**config.mk**
```make
export PLATFORM = sky130hd
export DESIGN_NAME = cpu8_alu_register_execute_top
export DESIGN_NICKNAME = d
export VERILOG_FILES = /design/src/rtl/core/cpu8alu_pkg.sv /design/src/rtl/core/cpu8_alu_register_execute_top.sv
export SDC_FILE = /design/constraint.sdc
export NUM_CORES = 1
export LEC_CHECK = 0
export BUFFER_PORTS_ARGS = -buffer_cell sky130_fd_sc_hd__buf_4
export CORE_MARGIN = 2
export CORE_UTILIZATION = 50
export DETAILED_ROUTE_END_ITERATION = 8
export GPL_TIMING_DRIVEN = 0
export PLACE_DENSITY = 0.73
export SYNTH_ARGS = -nofsm -noshare
export SYNTH_HDL_FRONTEND = slang
export SYNTH_SLANG_ARGS = --single-unit
```
**constraint.sdc**
```tcl
create_clock -name clk -period 6.7 [get_ports clk]
set_input_delay 0.67 -clock clk [delete_from_list [all_inputs] [get_ports clk]]
set_output_delay 0.67 -clock clk [all_outputs]
set_load 0.05 [all_outputs]
```
**src/rtl/core/cpu8alu_pkg.sv**
```systemverilog
// Package: operation codes and widths for the 8-bit ALU execute block.
package cpu8alu_pkg;

	localparam int unsigned ByteW  = 8;
	localparam int unsigned ActW   = 5;
	localparam int unsigned ApbW   = 32;
	localparam int unsigned PaddrW = 3;

	typedef enum logic [ActW-1:0] {
		ACT_ORA = 5'd0,
		ACT_AND = 5'd1,
		ACT_EOR = 5'd2,
		ACT_ADC = 5'd3,
		ACT_STA = 5'd4,
		ACT_LDA = 5'd5,
		ACT_CMP = 5'd6,
		ACT_SBC = 5'd7,
		ACT_ASL = 5'd8,
		ACT_ROL = 5'd9,
		ACT_LSR = 5'd10,
		ACT_ROR = 5'd11,
		ACT_STX = 5'd12,
		ACT_LDX = 5'd13,
		ACT_DEC = 5'd14,
		ACT_INC = 5'd15,
		ACT_BIT = 5'd16,
		ACT_STY = 5'd17,
		ACT_LDY = 5'd18,
		ACT_CPY = 5'd19,
		ACT_CPX = 5'd20
	} action_t;

	typedef enum logic [0:0] {
		REG_DECIMAL_MODE = 1'b0
	} reg_idx_t;

endpackage

```
**src/rtl/core/cpu8_alu_register_execute_top.sv**
```systemverilog
// Top level: 8-bit accumulator ALU execute block with A/X/Y and N/Z/C/V state.
//
// Accepts one word per clock while item_stall is low and returns one result word
// per input word via the input and result registers. The operation runs in
// one pass of logic between the input register and the result register; A, X,
// Y and the flags update as a word moves from the input register to the result
// register, so each word sees the state left by the one before it. The input
// stalls only when both registers hold words and the output is stalled. The
// decimal_mode register (byte address 0, bit 0) selects packed BCD for ADC and
// SBC and should be written only while the block is idle.
module cpu8_alu_register_execute_top (
	input  logic                                clk,
	input  logic                                arst_n,
	input  logic                                psel,
	input  logic                                penable,
	input  logic                                pwrite,
	input  logic [cpu8alu_pkg::PaddrW-1:0]      paddr,
	input  logic [cpu8alu_pkg::ApbW-1:0]        pwdata,
	output logic [cpu8alu_pkg::ApbW-1:0]        prdata,
	output logic                                pready,
	input  logic                                item_valid,
	output logic                                item_stall,
	input  logic [cpu8alu_pkg::ActW-1:0]        action,
	input  logic [cpu8alu_pkg::ByteW-1:0]       operand,
	input  logic                                to_accumulator,
	output logic                                result_valid,
	input  logic                                result_stall,
	output logic [cpu8alu_pkg::ByteW-1:0]       acc_out,
	output logic [cpu8alu_pkg::ByteW-1:0]       x_out,
	output logic [cpu8alu_pkg::ByteW-1:0]       y_out,
	output logic                                flag_neg,
	output logic                                flag_zero,
	output logic                                flag_carry,
	output logic                                flag_ovf,
	output logic [cpu8alu_pkg::ByteW-1:0]       store_data,
	output logic                                store_valid
);

	logic decimal_q;
	logic reg_sel;

	logic                              valid_s1;
	cpu8alu_pkg::action_t              action_s1;
	logic [cpu8alu_pkg::ByteW-1:0]     operand_s1;
	logic                              to_acc_s1;

	logic                              valid_s2;
	logic [cpu8alu_pkg::ByteW-1:0]     acc_s2, x_s2, y_s2, sdata_s2;
	logic                              n_s2, z_s2, c_s2, v_s2, svalid_s2;

	logic [cpu8alu_pkg::ByteW-1:0]     acc_q, x_q, y_q;
	logic                              n_q, z_q, c_q, v_q;

	logic load_s2, load_s1;

	logic [cpu8alu_pkg::ByteW-1:0] acc_d, x_d, y_d, sdata_d;
	logic                          n_d, z_d, c_d, v_d, svalid_d;

	logic [cpu8alu_pkg::ByteW-1:0] m, mb, bres, shv, shr, cmp_reg, cmp_diff, nz_val;
	logic [cpu8alu_pkg::ByteW:0]   bsum;
	logic                          is_sub, ovf, cin, set_nz_en;
	logic [4:0]                    add_lo, add_hi;
	logic                          add_lc, add_c;
	logic [3:0]                    add_lo_n, add_hi_n;
	logic [5:0]                    sub_lo, sub_hi;
	logic                          sub_lb;
	logic [3:0]                    sub_lo_n, sub_hi_n;
	logic [cpu8alu_pkg::ByteW-1:0] as_res;
	logic                          as_carry;

	assign reg_sel = (paddr[cpu8alu_pkg::PaddrW-1] == 1'(cpu8alu_pkg::REG_DECIMAL_MODE));
	assign pready  = 1'b1;
	assign prdata  = reg_sel ? {{(cpu8alu_pkg::ApbW-1){1'b0}}, decimal_q} : '0;

	always_ff @(posedge clk or negedge arst_n) begin
		if (!arst_n) begin
			decimal_q <= 1'b0;
		end else if (psel && penable && pwrite && pready && reg_sel) begin
			decimal_q <= pwdata[0];
		end
	end

	assign load_s2    = valid_s1 && (!valid_s2 || !result_stall);
	assign item_stall = valid_s1 && valid_s2 && result_stall;
	assign load_s1    = item_valid && !item_stall;

	always_ff @(posedge clk or negedge arst_n) begin
		if (!arst_n) begin
			valid_s1 <= 1'b0;
		end else if (load_s1) begin
			valid_s1 <= 1'b1;
		end else if (load_s2) begin
			valid_s1 <= 1'b0;
		end
	end

	always_ff @(posedge clk) begin
		if (load_s1) begin
			action_s1  <= cpu8alu_pkg::action_t'(action);
			operand_s1 <= operand;
			to_acc_s1  <= to_accumulator;
		end
	end

	always_comb begin
		m        = operand_s1;
		cin      = c_q;
		is_sub   = (action_s1 == cpu8alu_pkg::ACT_SBC);
		mb       = is_sub ? ~m : m;
		bsum     = {1'b0, acc_q} + {1'b0, mb} + {{cpu8alu_pkg::ByteW{1'b0}}, cin};
		bres     = bsum[cpu8alu_pkg::ByteW-1:0];
		ovf      = (~(acc_q[7] ^ mb[7])) & (acc_q[7] ^ bres[7]);

		add_lo   = {1'b0, acc_q[3:0]} + {1'b0, m[3:0]} + {4'd0, cin};
		add_lc   = (add_lo > 5'd9);
		add_lo_n = add_lc ? (add_lo[3:0] + 4'd6) : add_lo[3:0];
		add_hi   = {1'b0, acc_q[7:4]} + {1'b0, m[7:4]} + {4'd0, add_lc};
		add_c    = (add_hi > 5'd9);
		add_hi_n = add_c ? (add_hi[3:0] + 4'd6) : add_hi[3:0];

		sub_lo   = {2'b00, acc_q[3:0]} - {2'b00, m[3:0]} - {5'd0, !cin};
		sub_lb   = sub_lo[5];
		sub_lo_n = sub_lb ? (sub_lo[3:0] - 4'd6) : sub_lo[3:0];
		sub_hi   = {2'b00, acc_q[7:4]} - {2'b00, m[7:4]} - {5'd0, sub_lb};
		sub_hi_n = sub_hi[5] ? (sub_hi[3:0] - 4'd6) : sub_hi[3:0];

		if (!decimal_q) begin
			as_res   = bres;
			as_carry = bsum[cpu8alu_pkg::ByteW];
		end else if (!is_sub) begin
			as_res   = {add_hi_n, add_lo_n};
			as_carry = add_c;
		end else begin
			as_res   = {sub_hi_n, sub_lo_n};
			as_carry = !sub_hi[5];
		end

		shv = to_acc_s1 ? acc_q : m;
		case (action_s1)
			cpu8alu_pkg::ACT_ASL: shr = {shv[6:0], 1'b0};
			cpu8alu_pkg::ACT_ROL: shr = {shv[6:0], cin};
			cpu8alu_pkg::ACT_LSR: shr = {1'b0, shv[7:1]};
			default:              shr = {cin, shv[7:1]};
		endcase

		case (action_s1)
			cpu8alu_pkg::ACT_CPX: cmp_reg = x_q;
			cpu8alu_pkg::ACT_CPY: cmp_reg = y_q;
			default:              cmp_reg = acc_q;
		endcase
		cmp_diff = cmp_reg - m;

		acc_d     = acc_q;
		x_d       = x_q;
		y_d       = y_q;
		n_d       = n_q;
		z_d       = z_q;
		c_d       = c_q;
		v_d       = v_q;
		sdata_d   = '0;
		svalid_d  = 1'b0;
		nz_val    = '0;
		set_nz_en = 1'b0;

		case (action_s1)
			cpu8alu_pkg::ACT_ORA: begin
				acc_d = acc_q | m; nz_val = acc_d; set_nz_en = 1'b1;
			end
			cpu8alu_pkg::ACT_AND: begin
				acc_d = acc_q & m; nz_val = acc_d; set_nz_en = 1'b1;
			end
			cpu8alu_pkg::ACT_EOR: begin
				acc_d = acc_q ^ m; nz_val = acc_d; set_nz_en = 1'b1;
			end
			cpu8alu_pkg::ACT_ADC, cpu8alu_pkg::ACT_SBC: begin
				acc_d = as_res; c_d = as_carry; v_d = ovf;
				nz_val = as_res; set_nz_en = 1'b1;
			end
			cpu8alu_pkg::ACT_STA: begin
				sdata_d = acc_q; svalid_d = 1'b1;
			end
			cpu8alu_pkg::ACT_STX: begin
				sdata_d = x_q; svalid_d = 1'b1;
			end
			cpu8alu_pkg::ACT_STY: begin
				sdata_d = y_q; svalid_d = 1'b1;
			end
			cpu8alu_pkg::ACT_LDA: begin
				acc_d = m; nz_val = m; set_nz_en = 1'b1;
			end
			cpu8alu_pkg::ACT_LDX: begin
				x_d = m; nz_val = m; set_nz_en = 1'b1;
			end
			cpu8alu_pkg::ACT_LDY: begin
				y_d = m; nz_val = m; set_nz_en = 1'b1;
			end
			cpu8alu_pkg::ACT_CMP, cpu8alu_pkg::ACT_CPX, cpu8alu_pkg::ACT_CPY: begin
				c_d = (cmp_reg >= m); nz_val = cmp_diff; set_nz_en = 1'b1;
			end
			cpu8alu_pkg::ACT_ASL, cpu8alu_pkg::ACT_ROL: begin
				c_d = shv[7]; nz_val = shr; set_nz_en = 1'b1;
				if (to_acc_s1) begin
					acc_d = shr;
				end else begin
					sdata_d = shr; svalid_d = 1'b1;
				end
			end
			cpu8alu_pkg::ACT_LSR, cpu8alu_pkg::ACT_ROR: begin
				c_d = shv[0]; nz_val = shr; set_nz_en = 1'b1;
				if (to_acc_s1) begin
					acc_d = shr;
				end else begin
					sdata_d = shr; svalid_d = 1'b1;
				end
			end
			cpu8alu_pkg::ACT_DEC: begin
				sdata_d = m - 8'd1; svalid_d = 1'b1; nz_val = sdata_d; set_nz_en = 1'b1;
			end
			cpu8alu_pkg::ACT_INC: begin
				sdata_d = m + 8'd1; svalid_d = 1'b1; nz_val = sdata_d; set_nz_en = 1'b1;
			end
			cpu8alu_pkg::ACT_BIT: begin
				n_d = m[7]; v_d = m[6]; z_d = ((acc_q & m) == '0);
			end
			default: begin
			end
		endcase

		if (set_nz_en) begin
			n_d = nz_val[7];
			z_d = (nz_val == '0);
		end
	end

	always_ff @(posedge clk or negedge arst_n) begin
		if (!arst_n) begin
			acc_q <= '0;
			x_q   <= '0;
			y_q   <= '0;
			n_q   <= 1'b0;
			z_q   <= 1'b0;
			c_q   <= 1'b0;
			v_q   <= 1'b0;
		end else if (load_s2) begin
			acc_q <= acc_d;
			x_q   <= x_d;
			y_q   <= y_d;
			n_q   <= n_d;
			z_q   <= z_d;
			c_q   <= c_d;
			v_q   <= v_d;
		end
	end

	always_ff @(posedge clk or negedge arst_n) begin
		if (!arst_n) begin
			valid_s2 <= 1'b0;
		end else if (load_s2) begin
			valid_s2 <= 1'b1;
		end else if (!result_stall) begin
			valid_s2 <= 1'b0;
		end
	end

	always_ff @(posedge clk) begin
		if (load_s2) begin
			acc_s2    <= acc_d;
			x_s2      <= x_d;
			y_s2      <= y_d;
			n_s2      <= n_d;
			z_s2      <= z_d;
			c_s2      <= c_d;
			v_s2      <= v_d;
			sdata_s2  <= sdata_d;
			svalid_s2 <= svalid_d;
		end
	end

	assign result_valid = valid_s2;
	assign acc_out      = acc_s2;
	assign x_out        = x_s2;
	assign y_out        = y_s2;
	assign flag_neg     = n_s2;
	assign flag_zero    = z_s2;
	assign flag_carry   = c_s2;
	assign flag_ovf     = v_s2;
	assign store_data   = sdata_s2;
	assign store_valid  = svalid_s2;

endmodule

```
# Word level (Yosys, flattened, before mapping)
# Cells that the tools add are included.
# W data, S select, Z words.
[totals]
out_inout_bits = 72
register_bits = 82
inputBits = 56
elab_cells = 130
[op_classes]
n_mux = 33
n_reduce_logical = 25
n_eq_ne = 21
order_cmp = 3
n_bitwise = 9
addsub = 17
[op_table]
columns = ["op", "n"]
rows = [
  ["$pmux W8 S6", 2],
  ["$pmux W8 S9", 1],
  ["$mux W8", 8],
  ["$eq A5 B4 Y1 const B", 8],
  ["$eq A5 B5 Y1 const B", 5],
  ["$pmux W8 S3", 1],
  ["$eq A5 B3 Y1 const B", 4],
  ["$reduce_or A17 Y1", 1],
  ["$logic_not A8 Y1", 2],
  ["$mux W4", 4],
  ["$pmux W8 S2", 1],
  ["$mux W1", 13],
  ["$sub A5 B2 Y6", 2],
  ["$add A4 B4 Y5", 2],
  ["$add A5 B1 Y5", 2],
  ["$eq A5 B2 Y1 const B", 2],
  ["$gt A5 B4 Y1 const B", 2],
  ["$sub A4 B4 Y5", 2],
  ["$add A8 B8 Y9", 1],
  ["$add A9 B1 Y9", 1],
  ["$add A4 B3 Y4 const B", 2],
  ["$add A8 B1 Y8 const B", 1],
  ["$and A8 B8 Y8", 1],
  ["$ge A8 B8 Y1", 1],
  ["22 further kinds", 39],
]

# Longest topological paths before layout
[logic_depth]
word_depth = 11
ltp_mapped = 20
mapped_depth_nobuf = 19

# Worst setup path before layout
# No wires, ideal clock.
[synth_path]
path_type = "flip-flop to flip-flop"
start = "register operand_s1, in the netlist m[2]"
end = "register z_s2 (netlist: flag_zero) (data pin)"
setup_slack_ns = 1.910
required_time_ns = 6.445
arrival_time_ns = 4.535
path_stages_with_launch = 21
setup_ns = 0.255
cell_sequence = "edfxtp_1 -> clkbuf_1 -> inv_1 -> ha_1 -> buf_2 -> and3b_1 -> o21a_1 -> nor2_1 -> a21boi_0 -> fa_1 -> fa_1 -> xor2_1 -> ha_1 -> inv_1 -> a21o_1 -> a41oi_1 -> mux2_2 -> nor2_1 -> and4bb_1 -> and3_1 -> and3_1"
[synth_between]
elab_chain_cells = 11
[synth_lines]
columns = ["item", "line", "text"]
rows = [
  ["start: declaration", "cpu8_alu_register_execute_top.sv:44", "logic [cpu8alu_pkg::ByteW-1:0] operand_s1;"],
  ["start signal: assignment", "cpu8_alu_register_execute_top.sv:100", "operand_s1 <= operand;"],
  ["$add A4 B4 Y5", "cpu8_alu_register_execute_top.sv:114", "add_lo = {1'b0, acc_q[3:0]} + {1'b0, m[3:0]} + {4'd0, cin};"],
  ["$add A5 B1 Y5", "cpu8_alu_register_execute_top.sv:114", ""],
  ["$gt A5 B4 Y1", "cpu8_alu_register_execute_top.sv:115", "add_lc = (add_lo > 5'd9);"],
  ["$add A5 B1 Y5", "cpu8_alu_register_execute_top.sv:117", "add_hi = {1'b0, acc_q[7:4]} + {1'b0, m[7:4]} + {4'd0, add_lc};"],
  ["$add A4 B3 Y4 / $gt A5 B4 Y1 (equally long branches)", "cpu8_alu_register_execute_top.sv:119, cpu8_alu_register_execute_top.sv:118", ""],
  ["$mux W4", "cpu8_alu_register_execute_top.sv:119", "add_hi_n = add_c ? (add_hi[3:0] + 4'd6) : add_hi[3:0];"],
  ["$mux W8", "cpu8_alu_register_execute_top.sv:130", "end else if (!is_sub) begin"],
  ["$mux W8", "cpu8_alu_register_execute_top.sv:127", "if (!decimal_q) begin"],
  ["$pmux W8 S9", "cpu8_alu_register_execute_top.sv:165", "case (action_s1)"],
  ["$logic_not A8 Y1", "cpu8_alu_register_execute_top.sv:231", "z_d = (nz_val == '0);"],
  ["$mux W1 *", "cpu8_alu_register_execute_top.sv:229", "if (set_nz_en) begin"],
  ["via z_d", "cpu8_alu_register_execute_top.sv:57", "logic n_d, z_d, c_d, v_d, svalid_d;"],
  ["end signal: assignment", "cpu8_alu_register_execute_top.sv:271", "z_s2 <= z_d;"],
  ["end: declaration", "cpu8_alu_register_execute_top.sv:49", "logic n_s2, z_s2, c_s2, v_s2, svalid_s2;"],
]
# Mark *: on every way through the listed nets, which the timed path passes. The rest lies on a longest branch.
# A chain may end at the register's enable or synchronous reset.

# Worst setup path after layout
[layout_path]
start = "register operand_s1, in the netlist m[0]"
end = "register z_s2 (netlist: flag_zero) (data pin)"
# Same word-level chain as after synthesis.

==> impl_metrics.toml <==
[clock_network]
cts_buffers = 9
cts_hold_buf = 0
cts_resized = 0
insertion_delay_ns = 0.34
cts_max_level = 3
clockBufferDepth = 2
cts_setup_buffers = 0
clock-root-buffer = "clkbuf_16"
cts_num_sinks = 82
path_clk_slew_ns = 0.06
cts_tree = "yes"

[placement]
dp_hpwl_um = 16360
io_buffers = 62
placed_area_um2 = 8058
gp_congestion = 1.005

[global_route]
antenna_found_initial = 0
grt_usage = 0.2741
grt_start_max_net_pins = 38
grt_pass1_wl_um = 33310
grt_pass1_vias = 6048
overflow = 0

[route]
drt-total-wl_um = 21560
initialDrtViolationCount = 761
firstDrtPassIters = 5
num_vias = 6681
vias_per_cell = 6.090
remaining_drc_errors = 0
wl_per_cell_um = 19.66
ant_nets = 0

[logic_synthesis]
synth_top_flop_cell = "edfxtp_1"
yosysTopAreaCell = "edfxtp_1"
ys_seq_area_frac = 0.3190
synth.area.top_cells = "edfxtp_1 (21%), dfrtp_1 (11%), ha_1 (8.6%)"
synth_edf_count = 51
synth_cell_type_count = 81
mappedNetlistArea_um2 = 7233
yosys_warnings = 0
async_flop_share = 0.3780
synthCells = 808
ys_ff_latch = 82
synth_area_per_cell_um2 = 8.952
synth_top_area_share = 0.2117

[power_and_ir_drop]
finalPower_mw = 2.906
powerDensity_nw_per_um2 = 346.3
leakage_nw = 3.705
peakVddDrop_mv = 0.1877

[worst_setup_path]
crit_type = "flop to flop"
cp-start-kind = "flop"
cp-end-kind = "flop"
worstPathRequired_ns = 6.79
worstPathArrival_ns = 5.94
critical_path.max_fanout = 10

[cells_and_area]
fill_cells = 1276
drive_gt1_frac = 0.1658
fin_area_um2 = 8393
fin_nets = 1027
diodes = 0
area_delta_synth_final_pct = 16.04

[floorplanning]
pin_count = 128
row_count = 43
die-width_um = 124.3
start_util = 0.5171
fp.dieArea_um2 = 15440
coreArea_um2 = 13990
die_h_um = 124.3

[timing]
setup_tns_ns = 0
maxSlewHeadroom = 0.1214
fin_crit_sh = 0.8725
max_freq_mhz = 171.1
finalSetupViolations = 0
fin_hold_ws_ns = 0.2790
hold_violations = 0
worstMarginPinSlew_ns = 1.308
period_minus_slack_ns = 5.846
clock_skew_ns = 0.007395
slew_violations = 0
rsz0062_at_grt = "false"

[run_status]
status = "finished clean"

[flow_run]
cap_violations = 0

[min_path]
hold_path_class = "input pin to asynchronous set/reset pin"
-- cells by family after synthesis --
family / count (synthesis) / synth area share
other cells: 2 / 0.001038
compound gates: 185 / 0.1783
mux: 30 / 0.05795
flops: 82 / 0.3190
buf+inv: 111 / 0.08268
fa+ha+maj: 59 / 0.1114
simple gates: 309 / 0.2133
xor+xnor: 30 / 0.03633
-- cell usage after synthesis, types with 19 or more instances --
library cell	n
nand3_1	26
edfxtp_1	51
nand2_1	119
o21ai_0	39
inv_1	40
nand2b_1	19
xnor2_1	22
buf_4	34
clkbuf_1	27
ha_1	50
a21oi_1	32
nor2_1	50
dfrtp_1	31
-- cells in the final DEF, fill, tap and decap left out, types with 7 or more instances in the layout --
cell / n
a21o_1: 10
a21oi_1: 32
a222oi_1: 9
a22oi_1: 15
and3_1: 7
buf_4: 96
clkbuf_1: 28
clkbuf_16: 9
conb_1: 32
dfrtp_1: 31
edfxtp_1: 51
fa_1: 9
ha_1: 50
inv_1: 40
mux2_2: 16
mux2i_1: 7
nand2_1: 119
nand2b_1: 19
nand3_1: 26
nand4_1: 7
nor2_1: 50
nor2b_1: 14
nor3_1: 18
nor3b_1: 10
o211ai_1: 10
o21a_1: 7
o21ai_0: 39
o31ai_1: 7
xnor2_1: 22
xor2_1: 8
-- flip-flops by register name, summed over array words and instances (netlist names), 5 cells and up --
| register | cells |
|---|---|
| m | 8 |
| x_out | 8 |
| acc_q | 8 |
| store_data | 8 |
| action_s1 | 5 |
| y_out | 8 |
| y_q | 8 |
| x_q | 8 |
| acc_out | 8 |
-- worst paths after layout --
path / from / to / slack, ns / depth (start not counted)
hold reg to reg: v_q$_DFFE_PN0P_ / v_q$_DFFE_PN0P_ / 0.49 / 2
hold / removal: arst_n / z_q$_DFFE_PN0P_ / 0.28 / 1
max in group asynchronous: arst_n / x_q[2]$_DFFE_PN0P_ / 6.11 / 1
setup / recovery: m[0]$_DFFE_PP_ / flag_zero$_DFFE_PP_ / 0.85 / 20
min in group clk: v_q$_DFFE_PN0P_ / v_q$_DFFE_PN0P_ / 0.49 / 2
setup reg to reg: m[0]$_DFFE_PP_ / flag_zero$_DFFE_PP_ / 0.85 / 20
-- layer usage --
metal,part of all wire,up-vias,routed length (um),track usage
li1,-,3087,-,-
met1,0.43,3118,9227,0.3909
met2,0.43,416,9255,0.4008
met3,0.11,60,2314,0.06744
met4,0.035,0,765,0.1091
met5,0,-,0,0
-- power breakdown --
part / internal, mW / switching [mW]
combinational: 0.617 / 0.937
sequential: 0.662 / 0.134
clock: 0.363 / 0.192
-- critical path, cell delays in order, from the launching register on --
cell	delay (ns)
edfxtp_1	0.53
clkbuf_1	0.48
inv_1	0.27
fa_1	0.48
inv_1	0.11
fa_1	0.25
a21o_1	0.15
a21oi_1	0.09
a21boi_0	0.18
fa_1	0.43
fa_1	0.41
xor2_1	0.30
ha_1	0.23
inv_1	0.06
a21o_1	0.14
a41oi_1	0.33
mux2_2	0.39
nor2_1	0.19
and4bb_1	0.23
and3_1	0.18
and3_1	0.14
-- area by class of cell --
class                      instances  area (um2)  area share
buffer                            71       449.2     0.05352
clock buffer                      11       232.7     0.02773
inverter                          40       150.1     0.01789
timing repair buffer              63       485.5     0.05784
clock inverter                     5       102.6     0.01222
sequential                        82        2307      0.2749
tap                              180       225.2     0.02683
multi-input combinational        645        4441      0.5291
-- stage by stage --
stage / utilization / instances / worst slack [ns]
finish: 0.6000 / 1097 / 0.8542
global route: 0.6000 / 1097 / 0.5693
CTS: 0.6000 / 1097 / 0.9266
detailed placement: 0.5760 / 1081 / 0.9357
global placement: 0.5745 / 1080 / 0.9779
floorplan: - / 838 / 1.910
Power figures use the tool's default switching activity.
